--- src/rtl/iirdf1_pkg.sv ---
`timescale 1ns / 1ps
// ----------------------------------------------------------------------------
// iirdf1_pkg
// Shared constants for the direct form I IIR filter: default sizes,
// coefficient format and configuration register map.
// ----------------------------------------------------------------------------
package iirdf1_pkg;

	// default sizes handed to the top level parameters
	localparam int DEF_MAX_TAPS       = 4;
	localparam int DEF_SAMPLE_BITS    = 16;
	localparam int DEF_COEF_FRAC_BITS = 14;

	// coefficient format and configuration port widths
	localparam int COEF_BITS  = 16;
	localparam int CFG_IDX_W  = 3;
	localparam int CFG_DATA_W = 16;
	localparam int TAP_CFG_W  = 3;

	// configuration register map
	localparam logic [CFG_IDX_W-1:0] REG_TAP_COUNT   = 3'd0;
	localparam logic [CFG_IDX_W-1:0] REG_FWD_COEF_0  = 3'd1;
	localparam logic [CFG_IDX_W-1:0] REG_BACK_COEF_1 = 3'd5;

endpackage

--- src/rtl/iir_direct_form1_filter.sv ---
`timescale 1ns / 1ps
// ----------------------------------------------------------------------------
// iir_direct_form1_filter
// Direct form I IIR filter with a configurable tap count, Q2.14 coefficients,
// an exact accumulator, round half up and saturation to the sample width.
// ----------------------------------------------------------------------------
// a new sample is taken only once the last one is written back; one shared multiplier
//   walks the 2N-1 products, two per history entry read from the history ram
// reset: tap_count = MAX_TAPS, b0 = 1.0, other coefficients zero, history empty
// history ram has no clearing pass; a fill count masks entries not yet written
module iir_direct_form1_filter
	import iirdf1_pkg::*;
#(
	parameter int MAX_TAPS       = DEF_MAX_TAPS,
	parameter int SAMPLE_BITS    = DEF_SAMPLE_BITS,
	parameter int COEF_FRAC_BITS = DEF_COEF_FRAC_BITS
) (
	input  logic                          clk,
	input  logic                          arst_n,
	// configuration write channel
	input  logic                          cfg_valid,
	output logic                          cfg_ready,
	input  logic [CFG_IDX_W-1:0]          cfg_index,
	input  logic [CFG_DATA_W-1:0]         cfg_data,
	// sample input channel
	input  logic                          in_valid,
	output logic                          in_ready,
	input  logic signed [SAMPLE_BITS-1:0] sample_in,
	// sample output channel
	output logic                          out_valid,
	input  logic                          out_ready,
	output logic signed [SAMPLE_BITS-1:0] sample_out
);

	// sizes derived from the parameters
	localparam int AW       = $clog2(MAX_TAPS);
	localparam int TAP_W    = $clog2(MAX_TAPS + 1);
	localparam int PROD_W   = SAMPLE_BITS + COEF_BITS;
	localparam int ACC_MIN  = PROD_W + $clog2(2 * MAX_TAPS) + 1;
	localparam int ACC_W    = (ACC_MIN > COEF_FRAC_BITS + 2) ? ACC_MIN : COEF_FRAC_BITS + 2;
	localparam int RAM_W    = 2 * SAMPLE_BITS;

	localparam logic signed [ACC_W-1:0] ROUND_HALF = ACC_W'(1) << (COEF_FRAC_BITS - 1);
	localparam logic signed [ACC_W-1:0] Y_MAX =
		{{(ACC_W - SAMPLE_BITS + 1){1'b0}}, {(SAMPLE_BITS - 1){1'b1}}};
	localparam logic signed [ACC_W-1:0] Y_MIN =
		{{(ACC_W - SAMPLE_BITS + 1){1'b1}}, {(SAMPLE_BITS - 1){1'b0}}};
	localparam logic signed [COEF_BITS-1:0] B0_RESET = COEF_BITS'(1) << COEF_FRAC_BITS;

	// sequencer: first tap, then feedforward/feedback pairs per history entry
	typedef enum logic [5:0] {
		S_IDLE  = 6'b000001,
		S_B0    = 6'b000010,
		S_FX    = 6'b000100,
		S_FY    = 6'b001000,
		S_DRAIN = 6'b010000,
		S_WB    = 6'b100000
	} state_t;

	state_t state_q, state_d;

	// configuration registers
	logic [TAP_W-1:0]            tap_q;
	logic signed [COEF_BITS-1:0] fwd_q  [0:MAX_TAPS-1];
	logic signed [COEF_BITS-1:0] back_q [1:MAX_TAPS-1];

	// ring control
	logic [AW-1:0]    pos_q;
	logic [TAP_W-1:0] fill_q;
	logic [AW-1:0]    k_q;

	// current sample and accumulator
	logic signed [SAMPLE_BITS-1:0] x_q;
	logic signed [ACC_W-1:0]       acc_q;

	// multiplier stage
	logic signed [SAMPLE_BITS-1:0] mul_a;
	logic signed [COEF_BITS-1:0]   mul_b;
	logic                          mul_vld;
	logic                          mul_sub;
	logic signed [PROD_W-1:0]      prod_s1;
	logic                          prod_vld_s1;
	logic                          prod_sub_s1;

	// output register
	logic                          out_valid_q;
	logic signed [SAMPLE_BITS-1:0] sample_out_q;

	// history ram signals
	logic             ram_we;
	logic [RAM_W-1:0] ram_wdata;
	logic             ram_re;
	logic [AW-1:0]    ram_raddr;
	logic [RAM_W-1:0] ram_rdata;
	logic [AW-1:0]    rd_k;

	logic                          in_beat;
	logic                          tap_wr;
	logic                          last_term;
	logic                          term_ok;
	logic                          out_free;
	logic [TAP_CFG_W-1:0]          tap_raw;
	logic [TAP_W-1:0]              tap_sat;
	logic signed [ACC_W-1:0]       acc_rnd;
	logic signed [ACC_W-1:0]       y_full;
	logic signed [SAMPLE_BITS-1:0] y_sat;

	assign cfg_ready = 1'b1;
	assign in_ready  = (state_q == S_IDLE);
	assign in_beat   = in_valid && in_ready;
	assign tap_wr    = cfg_valid && (cfg_index == REG_TAP_COUNT);
	assign out_valid = out_valid_q;
	assign sample_out = sample_out_q;
	assign out_free  = !out_valid_q || out_ready;

	// last history entry of this sample reached
	assign last_term = (TAP_W'(k_q) == tap_q - TAP_W'(1));
	// a lag counts only once a sample was written there since the last clear
	assign term_ok   = (TAP_W'(k_q) < fill_q);

	// tap count write: zero reads as one, anything above the maximum clamps
	always_comb begin
		tap_raw = cfg_data[TAP_CFG_W-1:0];
		if (tap_raw == TAP_CFG_W'(0)) begin
			tap_sat = TAP_W'(1);
		end else if (int'(tap_raw) > MAX_TAPS) begin
			tap_sat = TAP_W'(MAX_TAPS);
		end else begin
			tap_sat = TAP_W'(tap_raw);
		end
	end

	// configuration registers
	always_ff @(posedge clk or negedge arst_n) begin
		if (!arst_n) begin
			tap_q <= TAP_W'(MAX_TAPS);
			for (int i = 0; i < MAX_TAPS; i++) begin
				fwd_q[i] <= (i == 0) ? B0_RESET : '0;
			end
			for (int i = 1; i < MAX_TAPS; i++) begin
				back_q[i] <= '0;
			end
		end else if (cfg_valid) begin
			if (tap_wr) begin
				tap_q <= tap_sat;
			end
			for (int i = 0; i < MAX_TAPS; i++) begin
				if (cfg_index == REG_FWD_COEF_0 + CFG_IDX_W'(i)) begin
					fwd_q[i] <= $signed(cfg_data[COEF_BITS-1:0]);
				end
			end
			for (int i = 1; i < MAX_TAPS; i++) begin
				if (cfg_index == REG_BACK_COEF_1 + CFG_IDX_W'(i - 1)) begin
					back_q[i] <= $signed(cfg_data[COEF_BITS-1:0]);
				end
			end
		end
	end

	// history read address: slot of lag rd_k behind the write position
	assign rd_k = in_beat ? AW'(1) : k_q + AW'(1);

	always_comb begin
		if (TAP_W'(pos_q) >= TAP_W'(rd_k)) begin
			ram_raddr = AW'(TAP_W'(pos_q) - TAP_W'(rd_k));
		end else begin
			ram_raddr = AW'(TAP_W'(pos_q) + tap_q - TAP_W'(rd_k));
		end
	end

	assign ram_re = in_beat || (state_q == S_FY);

	// multiplier operand select
	always_comb begin
		mul_a   = x_q;
		mul_b   = fwd_q[0];
		mul_vld = 1'b0;
		mul_sub = 1'b0;
		case (state_q)
			S_B0: begin
				mul_vld = 1'b1;
			end
			S_FX: begin
				mul_a   = $signed(ram_rdata[RAM_W-1:SAMPLE_BITS]);
				mul_b   = fwd_q[k_q];
				mul_vld = term_ok;
			end
			S_FY: begin
				mul_a   = $signed(ram_rdata[SAMPLE_BITS-1:0]);
				mul_b   = back_q[k_q];
				mul_vld = term_ok;
				mul_sub = 1'b1;
			end
			default: begin
				mul_vld = 1'b0;
			end
		endcase
	end

	always_ff @(posedge clk) begin
		prod_s1     <= mul_a * mul_b;
		prod_sub_s1 <= mul_sub;
	end

	always_ff @(posedge clk or negedge arst_n) begin
		if (!arst_n) begin
			prod_vld_s1 <= 1'b0;
		end else begin
			prod_vld_s1 <= mul_vld;
		end
	end

	// exact accumulator, cleared on each new sample
	always_ff @(posedge clk) begin
		if (in_beat) begin
			acc_q <= '0;
			x_q   <= sample_in;
		end else if (prod_vld_s1) begin
			if (prod_sub_s1) begin
				acc_q <= acc_q - ACC_W'(prod_s1);
			end else begin
				acc_q <= acc_q + ACC_W'(prod_s1);
			end
		end
	end

	// round half up, then clamp to the sample range
	always_comb begin
		acc_rnd = acc_q + ROUND_HALF;
		y_full  = acc_rnd >>> COEF_FRAC_BITS;
		if (y_full > Y_MAX) begin
			y_sat = {1'b0, {(SAMPLE_BITS - 1){1'b1}}};
		end else if (y_full < Y_MIN) begin
			y_sat = {1'b1, {(SAMPLE_BITS - 1){1'b0}}};
		end else begin
			y_sat = y_full[SAMPLE_BITS-1:0];
		end
	end

	// write back x and y together once the output register can take y
	assign ram_we    = (state_q == S_WB) && out_free;
	assign ram_wdata = {x_q, y_sat};

	// sequencer
	always_comb begin
		state_d = state_q;
		unique case (state_q)
			S_IDLE: begin
				if (in_beat) state_d = S_B0;
			end
			S_B0: begin
				state_d = (tap_q == TAP_W'(1)) ? S_DRAIN : S_FX;
			end
			S_FX: begin
				state_d = S_FY;
			end
			S_FY: begin
				state_d = last_term ? S_DRAIN : S_FX;
			end
			S_DRAIN: begin
				state_d = S_WB;
			end
			S_WB: begin
				if (out_free) state_d = S_IDLE;
			end
			default: begin
				state_d = S_IDLE;
			end
		endcase
	end

	always_ff @(posedge clk or negedge arst_n) begin
		if (!arst_n) begin
			state_q <= S_IDLE;
			k_q     <= '0;
		end else begin
			state_q <= state_d;
			if (in_beat) begin
				k_q <= AW'(1);
			end else if (state_q == S_FY) begin
				k_q <= k_q + AW'(1);
			end
		end
	end

	// ring position and fill count; a tap count write empties the history
	always_ff @(posedge clk or negedge arst_n) begin
		if (!arst_n) begin
			pos_q  <= '0;
			fill_q <= '0;
		end else if (tap_wr) begin
			pos_q  <= '0;
			fill_q <= '0;
		end else begin
			if (in_beat) begin
				fill_q <= (fill_q < tap_q) ? fill_q + TAP_W'(1) : tap_q;
			end
			if (ram_we) begin
				pos_q <= (TAP_W'(pos_q) + TAP_W'(1) == tap_q) ? '0 : pos_q + AW'(1);
			end
		end
	end

	// output register
	always_ff @(posedge clk or negedge arst_n) begin
		if (!arst_n) begin
			out_valid_q <= 1'b0;
		end else if (ram_we) begin
			out_valid_q <= 1'b1;
		end else if (out_ready) begin
			out_valid_q <= 1'b0;
		end
	end

	always_ff @(posedge clk) begin
		if (ram_we) begin
			sample_out_q <= y_sat;
		end
	end

	iirdf1_ram #(
		.WIDTH (RAM_W),
		.DEPTH (MAX_TAPS)
	) u_hist_ram (
		.clk     (clk),
		.wr_en   (ram_we),
		.wr_addr (pos_q),
		.wr_data (ram_wdata),
		.rd_en   (ram_re),
		.rd_addr (ram_raddr),
		.rd_data (ram_rdata)
	);

	// checks
	a_fill_le_taps: assert property (@(posedge clk) disable iff (!arst_n)
		fill_q <= tap_q)
		else $error("fill count above tap count");

	a_pos_in_ring: assert property (@(posedge clk) disable iff (!arst_n)
		TAP_W'(pos_q) < tap_q)
		else $error("ring position outside the ring");

	a_wb_needs_room: assert property (@(posedge clk) disable iff (!arst_n)
		ram_we |-> (!out_valid_q || out_ready))
		else $error("history written back while the output register is full");

	a_tap_clears: assert property (@(posedge clk) disable iff (!arst_n)
		tap_wr |=> (fill_q == '0) && (pos_q == '0))
		else $error("tap count write did not empty the history");

endmodule

--- src/rtl/iirdf1_ram.sv ---
`timescale 1ns / 1ps
// ----------------------------------------------------------------------------
// iirdf1_ram
// Generic single write port, single read port RAM with registered read data.
// ----------------------------------------------------------------------------
module iirdf1_ram #(
	parameter int WIDTH = 32,
	parameter int DEPTH = 4
) (
	input  logic                     clk,
	input  logic                     wr_en,
	input  logic [$clog2(DEPTH)-1:0] wr_addr,
	input  logic [WIDTH-1:0]         wr_data,
	input  logic                     rd_en,
	input  logic [$clog2(DEPTH)-1:0] rd_addr,
	output logic [WIDTH-1:0]         rd_data
);

	logic [WIDTH-1:0] mem_q [DEPTH];

	always_ff @(posedge clk) begin
		if (wr_en) begin
			mem_q[wr_addr] <= wr_data;
		end
		if (rd_en) begin
			rd_data <= mem_q[rd_addr];
		end
	end

endmodule

--- config.mk ---
export PLATFORM = sky130hd
export DESIGN_NAME = iir_direct_form1_filter
export DESIGN_NICKNAME = d
export VERILOG_FILES = /design/src/rtl/iirdf1_pkg.sv /design/src/rtl/iir_direct_form1_filter.sv /design/src/rtl/iirdf1_ram.sv
export SDC_FILE = /design/constraint.sdc
export NUM_CORES = 1
export LEC_CHECK = 0
export ABC_AREA = 1
export ABC_CLOCK_PERIOD_IN_PS = 15900
export BUFFER_PORTS_ARGS = -buffer_cell sky130_fd_sc_hd__buf_2
export CAP_MARGIN = 10
export CORE_MARGIN = 4
export CORE_UTILIZATION = 55
export DETAILED_ROUTE_END_ITERATION = 16
export PLACE_DENSITY = 0.73
export SYNTH_ARGS = -nofsm -noshare
export SYNTH_HDL_FRONTEND = slang
export SYNTH_SLANG_ARGS = --single-unit
--- constraint.sdc ---
create_clock -name clk -period 15.9 [get_ports clk]
set_clock_uncertainty 0.1 [all_clocks]
set_input_delay 0.795 -clock clk [delete_from_list [all_inputs] [get_ports clk]]
set_output_delay 0.795 -clock clk [all_outputs]
set_load 0.02 [all_outputs]
# --- Yosys cells after proc, flatten, opt, wreduce, memory -nomap -nowiden ---
# Memory sizes are Yosys's and may differ from the RTL's. A register that Yosys moved wholly into a read port is not among the register bits.
# Index checks and enable logic that the tools add are counted.
word_totals:
  out_inout_bits: 19
  mem_bits_rw: 128
  n_memories: 1
  word_cells: 114
  reg_bits: 231
  input_bits: 40
classes:
  n_bitwise: 1
  magnitude_cmp: 7
  mux: 34
  eq_ne: 18
  multipliers: 1
  n_reduce_logical: 22
  add_sub_neg: 11
memory_table:
  columns: ["memory", "words", "word_bits", "rd", "rd_clocked_by_memory_dff", "write_ports", "line_no", "source"]
  rows:
  - ["u_hist_ram.mem_q", 4, 32, 1, 1, 1, "iirdf1_ram.sv:19", "logic [WIDTH-1:0] mem_q [DEPTH];"]
op_table:
  columns: ["cell", "n"]
  rows:
  - ["2-to-1 mux 16 bit", 6]
  - ["binary-select mux 16 bit (select 2 bit)", 2]
  - ["case mux 16 bit (2 select lines)", 2]
  - ["adder 36 x 15 -> 36 bit (second input constant)", 1]
  - ["adder 36 x 32 -> 36 bit", 1]
  - ["2-to-1 mux 36 bit", 1]
  - ["case mux 6 bit (6 select lines)", 1]
  - ["subtractor 36 x 32 -> 36 bit", 1]
  - ["multiplier 16 x 16 -> 32 bit", 1]
  - ["> comparator 22 x 16 -> 1 bit (second input constant)", 1]
  - ["< comparator 22 x 16 -> 1 bit (second input constant)", 1]
  - ["AND reduction 2 bit", 9]
  - ["2-to-1 mux 3 bit", 5]
  - ["2-to-1 mux 2 bit", 7]
  - ["equality test 3 bit (second input constant)", 4]
  - ["2-to-1 mux 6 bit", 2]
  - ["2-to-1 mux 5 bit", 2]
  - ["nonzero test 2 bit", 4]
  - ["equality test 3 x 1 -> 1 bit (second input constant)", 2]
  - ["equality test 3 x 2 -> 1 bit (second input constant)", 2]
  - ["equality test 6 x 1 -> 1 bit (second input constant)", 1]
  - ["equality test 6 x 2 -> 1 bit (second input constant)", 1]
  - ["equality test 6 x 3 -> 1 bit (second input constant)", 1]
  - ["equality test 6 x 4 -> 1 bit (second input constant)", 1]
  - ["other kinds (25)", 35]

# --- Longest topological paths before layout ---
# Gate-level depths: netlist of the first run.
logic_depth:
  ltp_word: 6
  ltp_mapped: 36
  depth_no_buf: 33

# --- By module ---
# From an unflattened synthesis of the first run, not the netlist that was laid out.
hier_totals:
  cells_unflattened: 3598
  area_unflattened_um2: 29849.9
by_module_without_submodules:
  columns: ["mod", "n_inst", "area_each_um2", "seq_area_each_um2", "cells_per_inst"]
  rows:
  - ["iir_direct_form1_filter", 1, 23451.2, 5599.1, 3057]
  - ["iirdf1_ram", 1, 6398.6, 4804.6, 541]

# --- Worst setup path after synthesis of the first run ---
# OpenSTA, ideal clock, no wires.
synth_timing:
  kind: "reg-to-reg"
  startpoint: "reg state_q[5]"
  endpoint: "reg prod_s1[30]"
  setup_time_ns: 0.112
  period_less_slack_ns: 6.758
  required_ns: 15.688
  slack_ns: 9.142
  path_buffers: 1
  arrival_ns: 6.546
  stages_incl_launch_ff: 27
  cell_sequence: "dfrtp_1 nor2_2 nand4_1 buf_2 o21ai_4 a21oi_1 nor2_1 inv_1 fa_1 fa_1 inv_1 fa_1 fa_1 fa_1 inv_1 fa_1 inv_1 ha_1 nand2_1 nor4_1 nand3_1 nand3_1 nand3_1 nand2_1 nand2_1 nand3_1 nand2_1"
synth_between:
  elab_chain_len: 3
  elab_cells_between_ends: 5
  cone_classes: "mul (1); eq/ne (2); mux (2)"
synth_rtl:
  columns: ["item", "line_no", "source"]
  rows:
  - ["start, declared", "iir_direct_form1_filter.sv:60", "state_t state_q, state_d;"]
  - ["start signal, assigned", "iir_direct_form1_filter.sv:277", "state_q <= state_d;"]
  - ["equality test 6 x 4 -> 1 bit / equality test 6 x 3 -> 1 bit (equally long branches)", "iir_direct_form1_filter.sv:179", "case (state_q)"]
  - ["case mux 16 bit (2 select lines)", "iir_direct_form1_filter.sv:179", null]
  - ["multiplier 16 x 16 -> 32 bit *", "iir_direct_form1_filter.sv:201", "prod_s1 <= mul_a * mul_b;"]
  - ["end signal, assigned", "iir_direct_form1_filter.sv:201", null]
  - ["end, declared", "iir_direct_form1_filter.sv:81", "logic signed [PROD_W-1:0] prod_s1;"]
# Mark *: on every way between the ends. The rest lies on a longest branch, timed or not.
# A chain may end at the register's enable or synchronous reset.

# --- Worst setup path after layout of the first run ---
layout_timing:
  startpoint: "reg state_q[1]"
  endpoint: "reg prod_s1[27]"
# The elaborated chain is that of the path after synthesis.

==> impl_metrics.py, run 1 <==
metrics = {
    "clock_tree": {
        "cts-resized-gates": 0,
        "cts-root-buf": "clkbuf_16",
        "cts_made_buffers": 42,
        "clockBufferDepth": 3,
        "cts_max_level": 2,
        "cts_hold_buffers": 0,
        "cts_tree": "done",
        "insertion_delay_ps": 580,
        "post_cts_buffers": 0,
        "clkSinkCount": 391,
        "clk_pin_slew_ps": 60,
    },
    "critical_path": {
        "setup.worst_path.class": "reg -> reg",
        "crit_required_ps": 16250,
        "rrSetupSlack_ps": 7260,
        "path_max_fanout": 22,
        "worstReg2RegEnd": "prod_s1[27]",
        "endpoint_kind": "flip-flop",
        "critical_path_arrival_ps": 8990,
        "regToRegStartpoint": "state_q[1]",
        "ff2ff_path_depth": 26,
        "worst_setup_path_start_kind": "flip-flop",
    },
    "floorplanning": {
        "die_h_um": 239,
        "die_area_um2": 57400,
        "start_util": 0.559,
        "fp.coreArea_um2": 52800,
        "boundaryPins": 59,
        "fp.dieW_um": 239,
        "rows": 84,
    },
    "placed_design": {
        "port_buffers": 57,
        "place_congestion": 1.00,
        "dpl.hpwl_um": 56900,
    },
    "synth": {
        "ys_seq_area_frac": 0.353,
        "synth_warnings": 0,
        "yosysTopAreaCell": "edfxtp_1",
        "synth_edf_count": 192,
        "synth_area_um2": 29500,
        "synthDistinctLibCells": 59,
        "async_reset_ff_frac": 0.332,
        "syn_nets": 3864,
        "synth.area.top_cells": "edfxtp_1 20%, fa_1 18%, dfrtp_1 11%, inv_1 8.5%, nand2_1 8.3%",
        "ys.flop_type": "edfxtp_1",
        "syn_avg_cell_area_um2": 8.60,
        "netlist.area_leader.share": 0.196,
        "ys_ff_latch": 391,
        "postSynthCellCount": 3428,
    },
    "global_routing": {
        "gr-usage-met1": 0.374,
        "grt_pass1_wl_um": 123000,
        "track_usage": 0.271,
        "met2_usage": 0.452,
        "grt_start_max_net_pins": 80,
        "grt.busiest_layer": "met2",
        "grt.overflow.total": 0,
        "grt_pass1_vias": 23100,
        "antenna_found_initial": 1,
        "grt.met3_usage": 0.0455,
    },
    "finish": {
        "final_nets": 3902,
        "area_delta_synth_final_pct": 8.24,
        "antennaDiodeCount": 0,
        "drive_gt1_frac": 0.0614,
        "fillers": 4646,
    },
    "sta": {
        "timing.final.crit_share": 0.543,
        "finalHoldViolCount": 0,
        "worst_pin_slew_ps": 1200,
        "fmax_mhz": 116,
        "max-slew-margin-rel": 0.200,
        "setup_tns_ps": 0,
        "rsz0062_at_grt": "false",
        "layout_min_cycle_time_ps": 8640,
        "drv_slew": 0,
        "setup_viol": 0,
    },
    "run_status": {
        "run_status": "completed",
    },
    "drt": {
        "first_pass_iters": 6,
        "ant_nets": 0,
        "wl_per_cell_um": 18.2,
        "vias": 22900,
        "drt-initial-drc-count": 1894,
        "viasPerCell": 5.48,
        "wirelength_um": 76100,
        "route.detailed.drc": 0,
    },
    "min_path": {
        "min-delay-path-class": "in -> async",
    },
    "run": {
        "cap_violations": 0,
    },
}
critical path, cell delays in order, from the launching register on:
cell,delay (ps)
dfrtp_1,390
nor2_1,220
nand4_1,590
nand2_2,590
inv_2,370
a21oi_1,1010
inv_1,260
nand2_1,160
fa_1,460
fa_1,470
fa_1,510
inv_1,50
fa_1,460
fa_1,560
inv_1,60
fa_1,530
inv_1,50
ha_1,340
a21oi_1,240
o21ai_0,160
a21oi_1,280
nand3_1,190
a21o_1,210
nand2_1,70
nand2_1,50
nand2_1,60
nand2_1,40
cell type report:
cell class	count	area, µm²	share of cell area
tap	688	861	0.0270
sequential	391	10400	0.326
clock inverter	19	262	0.00820
inverter	677	2540	0.0797
clock buffer	58	1170	0.0368
timing repair buffer	93	566	0.0177
multi-input combinational	2261	16100	0.505
stage by stage:
step	instance area [µm²]	std cells	setup WS, ps	util	hold slack (ps)
finish	31900	4187	7260	0.605	155
global route	31900	4187	6740	0.605	199
CTS	31900	4187	7350	0.605	149
detailed placement	30500	4110	7440	0.577	360
global placement	30400	4108	6830	0.577	352
floorplan	29500	3428	9140	-	341
kinds of logic after synthesis:
| group | after synthesis | synth area share |
|---|---|---|
| and+or+nand+nor | 1210 | 0.165 |
| buffers and inverters | 776 | 0.103 |
| AOI/OAI and AO/OA | 520 | 0.103 |
| adders and majority gates | 396 | 0.235 |
| DFF | 391 | 0.353 |
| xor gates and xnor gates | 102 | 0.0303 |
| muxes | 32 | 0.0109 |
| other | 1 | 0.000127 |
cells in the mapped netlist (4+ instances only):
master    instances
a21o_1           11
a21oi_1         125
a21oi_2           7
a22o_1           16
a31oi_1           5
buf_2            34
buf_4            13
clkbuf_1         47
clkinv_1          4
dfrtp_1         127
dfxtp_1          69
edfxtp_1        192
fa_1            264
ha_1            132
inv_1           666
inv_2             7
mux2i_1          32
nand2_1         653
nand3_1          86
nand4_1          27
nor2_1          386
nor3_1           28
o211ai_1         34
o21ai_0         268
o21ai_1           7
o21bai_1         16
o31ai_1           6
or2_2            10
xnor2_1          17
xor2_1           85
registers in the layout (all words and copies together), names as in the netlist:
| signal | cells |
|---|---|
| u_hist_ram.mem_q | 128 |
| fwd_q | 64 |
| back_q | 48 |
| acc_q | 36 |
| prod_s1 | 32 |
| u_hist_ram.rd_data | 32 |
| sample_out | 16 |
| x_q | 16 |
| state_q | 6 |
| fill_q | 3 |
| tap_q | 3 |
| k_q | 2 |
| pos_q | 2 |
| out_valid | 1 |
| prod_sub_s1 | 1 |
| prod_vld_s1 | 1 |
metal layers:
| layer | vias up | share of wire |
|---|---|---|
| met5 | - | 0 |
| met4 | 0 | 0.024 |
| met3 | 127 | 0.078 |
| met2 | 860 | 0.48 |
| met1 | 11100 | 0.42 |
| li1 | 10800 | - |
placed cells by master (no fill, tap or decap), types with 36 or more instances in the layout:
master,n
a21oi_1,124
nor2_1,381
dfrtp_1,127
clkbuf_16,43
nand2_1,653
nand3_1,86
o21ai_0,268
ha_1,132
xor2_1,85
buf_2,56
edfxtp_1,192
fa_1,264
inv_1,666
buf_4,36
dfxtp_1,69
worst max-delay path by stage:
stage               slack [ps]          end  depth (start not counted)       start
global route              6740  prod_s1[28]                         26  state_q[1]
floorplan                 9140  prod_s1[30]                         26  state_q[5]
global placement          6830  prod_s1[27]                         27  state_q[5]
CTS                       7350  prod_s1[30]                         26  state_q[1]
finish                    7260  prod_s1[27]                         26  state_q[1]
detailed placement        7440  prod_s1[30]                         26  state_q[1]
Power of run 1 is not shown: default switching activity piles up to over one toggle a cycle in this logic, so the estimate is an artifact.
==> run 2, diff against run 1 <==
--- a/config.mk
+++ b/config.mk
@@ -6,7 +6,7 @@
 export NUM_CORES = 1
 export LEC_CHECK = 0
 export ABC_AREA = 1
-export ABC_CLOCK_PERIOD_IN_PS = 15900
+export ABC_CLOCK_PERIOD_IN_PS = 9100
 export BUFFER_PORTS_ARGS = -buffer_cell sky130_fd_sc_hd__buf_2
 export CAP_MARGIN = 10
 export CORE_MARGIN = 4
==> constraint.sdc (replaced) <==
create_clock -name clk -period 9.1 [get_ports clk]
set_clock_uncertainty 0.1 [all_clocks]
set_input_delay 0.455 -clock clk [delete_from_list [all_inputs] [get_ports clk]]
set_output_delay 0.455 -clock clk [all_outputs]
set_load 0.02 [all_outputs]
==> run 2 against run 1 <==
  * Global-route usage grew 0.68 points
  * Utilization grew 0.30 points
  * Register-to-register slack lost 6100 ps
  * Critical path depth grew 2
  * First-iteration DRC count grew 7.1%
  * Critical endpoint is now prod_s1[28]
  * Highest routed layer unchanged
==> impl_metrics.py, run 2 (same netlist as run 1, synthesis figures left out) <==
metrics = {
    "sta": {
        "timing.final.crit_share": 0.877,
        "finalHoldViolCount": 0,
        "fmax_mhz": 125,
        "setup_ws_ps": 1120,
        "max-slew-margin-rel": 0.213,
        "rsz0062_at_grt": "false",
        "layout_min_cycle_time_ps": 7980,
        "setup_viol": 0,
        "setup_tns_ps": 0,
        "drv_slew": 0,
        "worst_pin_slew_ps": 1180,
    },
    "floorplanning": {
        "start_util": 0.559,
        "rows": 84,
        "fp.coreArea_um2": 52800,
        "boundaryPins": 59,
        "fp.dieW_um": 239,
        "die_area_um2": 57400,
        "die_h_um": 239,
    },
    "clock_tree": {
        "clk_pin_slew_ps": 60,
        "cts_made_buffers": 41,
        "cts_tree": "done",
        "cts_max_level": 2,
        "cts-root-buf": "clkbuf_16",
        "cts-resized-gates": 0,
        "clkSinkCount": 391,
        "insertion_delay_ps": 580,
        "clockBufferDepth": 3,
    },
    "finish": {
        "largest_reg_flops": 128,
        "reg_top3": "u_hist_ram.mem_q x128, fwd_q x64, back_q x48",
        "mostFrequentLayoutCell": "inv_1",
        "largest_register": "u_hist_ram.mem_q",
        "final_util": 0.608,
        "area_delta_synth_final_pct": 8.78,
        "final_nets": 3926,
        "fillers": 4554,
        "mostFrequentLayoutCells": "666 x inv_1, 653 x nand2_1, 381 x nor2_1",
        "multi_input_area_um2": 16100,
        "drive_gt1_frac": 0.0622,
        "seq_area_um2": 10400,
        "antennaDiodeCount": 0,
    },
    "global_routing": {
        "grt_pass1_wl_um": 125000,
        "grt_start_max_net_pins": 82,
        "grt.overflow.total": 0,
        "grt_pass1_vias": 23200,
        "track_usage": 0.278,
        "antenna_found_initial": 1,
    },
    "critical_path": {
        "critical_path_arrival_ps": 8340,
        "path_max_fanout": 22,
        "worst_setup_path_start_kind": "flip-flop",
        "slowest_delay_ps": 730,
        "crit_path_top_delay_cell": "fa_1",
        "endpoint_kind": "flip-flop",
        "setup.worst_path.class": "reg -> reg",
        "crit_required_ps": 9460,
        "crit_top_cell": "fa_1",
    },
    "placed_design": {
        "place_congestion": 0.996,
        "dpl.hpwl_um": 57900,
        "port_buffers": 57,
        "preCtsSetupSlack_ps": 1210,
    },
    "drt": {
        "viasPerCell": 5.49,
        "first_pass_iters": 6,
        "wl_per_cell_um": 18.4,
        "drt-initial-drc-count": 2028,
        "ant_nets": 0,
        "vias": 23100,
        "wirelength_um": 77300,
        "route.detailed.drc": 0,
    },
    "min_path": {
        "min-delay-path-class": "in -> reg",
    },
    "run": {
        "cap_violations": 0,
    },
    "run_status": {
        "run_status": "completed",
    },
}
## run 2: cell count changes in the layout (fill, tap and decap cells not counted), moves of 3 or more
cell           delta
dlygate4sd3_1    +18
buf_4             +8
clkbuf_1          -5
clkbuf_8          +3
clkinv_1          +3
clkinvlp_4        -3
## run 2: cell type report
cell class / instances / share of cell area
tap: 688 / 0.0269
clock inverter: 18 / 0.00628
timing repair buffer: 118 / 0.0247
inverter: 677 / 0.0793
multi-input combinational: 2261 / 0.502
clock buffer: 55 / 0.0365
sequential: 391 / 0.325
## run 2: worst paths after layout
check,slack [ps],depth (start not counted),end,from
worst max-delay path,1120,28,prod_s1[28],state_q[0]
worst min-delay path,50,3,tap_q[0],cfg_data[0]
max in group asynchronous,7090,3,pos_q[1],arst_n
min in group asynchronous,360,2,back_q[25],arst_n
worst max register to register,1120,28,prod_s1[28],state_q[0]
worst min register to register,370,2,acc_q[0],acc_q[0]
## run 2: metal layers
layer	vias up	track usage	share of wire
met5	-	0	0
li1	10900	-	-
met4	0	0.0992	0.039
met1	11100	0.378	0.41
met3	198	0.0648	0.092
met2	965	0.441	0.45
## run 2: repair_timing
item,4_1_cts,5_1_grt
hold endpoints to repair,66,0
setup buffers,0,0
hold buffers,18,0
## run 2: per-stage QoR
| step | hold WS (ps) | instance area [µm²] | std cells |
|---|---|---|---|
| finish | 49.2 | 32100 | 4208 |
| CTS | 27.9 | 32100 | 4208 |
| detailed placement | 369 | 30500 | 4117 |
| floorplan | 59.4 | 29500 | 3428 |
| global route | 52.8 | 32100 | 4208 |
| global placement | 350 | 30500 | 4117 |
## run 2: critical path, delay by kind of cell (launching register included)
| kind | cells | cell delay (ps) |
|---|---|---|
| AOI/OAI and AO/OA | 1 | 290 |
| adders and majority gates | 7 | 3840 |
| buffers and inverters | 7 | 1440 |
| DFF | 1 | 530 |
| and+or+nand+nor | 13 | 1630 |
Power of run 2 is left out for the same reason.
==> run 3, diff against run 2 <==
--- a/config.mk
+++ b/config.mk
@@ -12,7 +12,8 @@
 export CORE_MARGIN = 4
 export CORE_UTILIZATION = 55
 export DETAILED_ROUTE_END_ITERATION = 16
-export PLACE_DENSITY = 0.73
+export GPL_TIMING_DRIVEN = 0
+export PLACE_DENSITY_LB_ADDON = 0.08
 export SYNTH_ARGS = -nofsm -noshare
 export SYNTH_HDL_FRONTEND = slang
 export SYNTH_SLANG_ARGS = --single-unit
==> run 3 against run 2 <==
  * Die area unchanged
  * Cell count is 1.6% higher
  * Register-to-register slack worse by 440 ps
  * Critical endpoint is now prod_s1[30]
==> impl_metrics.py, run 3 (same netlist as run 1, synthesis figures left out) <==
metrics = {
    "finish": {
        "final_nets": 3987,
        "antennaDiodeCount": 0,
        "final_util": 0.613,
        "mostFrequentLayoutCells": "666 x inv_1, 652 x nand2_1, 382 x nor2_1",
        "reg_top3": "u_hist_ram.mem_q x128, fwd_q x64, back_q x48",
        "largest_register": "u_hist_ram.mem_q",
        "final_area_um2": 32400,
        "largest_reg_flops": 128,
        "drive_gt1_frac": 0.0669,
        "area_delta_synth_final_pct": 9.79,
        "mostFrequentLayoutCell": "inv_1",
    },
    "critical_path": {
        "endpoint_kind": "flip-flop",
        "worst_setup_path_start_kind": "flip-flop",
        "cp_top_family": "adder cells",
        "critical_path_arrival_ps": 8780,
        "crit_required_ps": 9460,
        "setup.worst_path.class": "reg -> reg",
        "path_max_fanout": 10,
        "path_buf_inv": 6,
        "slowest_delay_ps": 760,
        "crit_path_top_delay_cell": "fa_1",
        "crit_top_cell": "fa_1",
    },
    "floorplanning": {
        "fp.dieW_um": 239,
        "fp.coreArea_um2": 52800,
        "die_h_um": 239,
        "rows": 84,
        "die_area_um2": 57400,
        "boundaryPins": 59,
        "start_util": 0.559,
    },
    "sta": {
        "rsz0062_at_grt": "false",
        "layout_min_cycle_time_ps": 8420,
        "worst_pin_slew_ps": 1140,
        "fmax_mhz": 119,
        "drv_slew": 0,
        "setup_tns_ps": 0,
        "setup_viol": 0,
        "timing.final.crit_share": 0.926,
        "max-slew-margin-rel": 0.242,
        "finalHoldViolCount": 0,
    },
    "clock_tree": {
        "cts_max_level": 2,
        "cts_made_buffers": 43,
        "insertion_delay_ps": 580,
        "cts-root-buf": "clkbuf_16",
        "clkSinkCount": 391,
        "cts_tree": "done",
        "clockBufferDepth": 3,
        "clk_pin_slew_ps": 60,
    },
    "drt": {
        "route.detailed.drc": 0,
        "vias": 23600,
        "first_pass_iters": 6,
        "drt-initial-drc-count": 2113,
        "wl_per_cell_um": 20.3,
        "viasPerCell": 5.52,
        "ant_nets": 0,
        "wirelength_um": 86800,
    },
    "global_routing": {
        "grt.overflow.total": 0,
        "track_usage": 0.310,
        "grt_pass1_wl_um": 136000,
        "grt_start_max_net_pins": 82,
        "grt_pass1_vias": 24100,
        "antenna_found_initial": 2,
    },
    "placed_design": {
        "dpl.hpwl_um": 68000,
        "place_area_um2": 30800,
        "place_congestion": 0.976,
        "port_buffers": 57,
    },
    "min_path": {
        "min-delay-path-class": "in -> reg",
    },
    "run": {
        "cap_violations": 0,
    },
    "run_status": {
        "run_status": "completed",
    },
}
## run 3: cell types whose count changed in the layout (fill, tap and decap cells not counted), sizes merged
cell and change:
clkinv +5, buf +15, inv +5, clkinvlp +2, clkbuf +42, dlygate4sd3 -3
## run 3: through the flow
stage	setup slack [ps]	std cells	hold WS, ps
4_1_cts	732	4274	4.44
3_3_place_gp	855	4173	350
5_1_grt	106	4274	28.5
2_1_floorplan	2340	3428	59.4
6_report	678	4274	56.7
3_5_place_dp	773	4179	330
## run 3: cell type report
| class | instances | area, µm² |
|---|---|---|
| fill | 4588 | 20400 |
| multi-input combinational | 2261 | 16100 |
| sequential | 391 | 10400 |
| inverter | 677 | 2540 |
| clock buffer | 50 | 1150 |
| tap | 688 | 861 |
| timing repair buffer | 78 | 561 |
| buffer | 99 | 485 |
| clock inverter | 30 | 277 |
## run 3: final timing paths
check                         endpoint  cells after the start  slack (ps)          start
max                        prod_s1[30]                     26         680         k_q[0]
min                            x_q[14]                      1          60  sample_in[14]
max reg2reg                prod_s1[30]                     26         680         k_q[0]
min reg2reg                   acc_q[0]                      2         370       acc_q[0]
max in group asynchronous    fwd_q[62]                      3        7810         arst_n
min in group asynchronous    back_q[2]                      2         300         arst_n
## run 3: per-layer routing
layer,vias to the layer above,part of all wire,routed length [µm],track usage
met3,158,0.097,8430,0.0691
met4,2,0.030,2590,0.0885
met2,968,0.45,39400,0.495
met1,11500,0.42,36300,0.430
met5,-,0.00048,42,0.00589
li1,11000,-,-,-
## run 3: repair_timing
action | in CTS | in global routing
setup buffers | 0 | 0
gates resized for setup | 0 | 0
hold buffers | 15 | 0
endpoints found under the hold margin | 62 | 0
Power of run 3 is left out for the same reason.
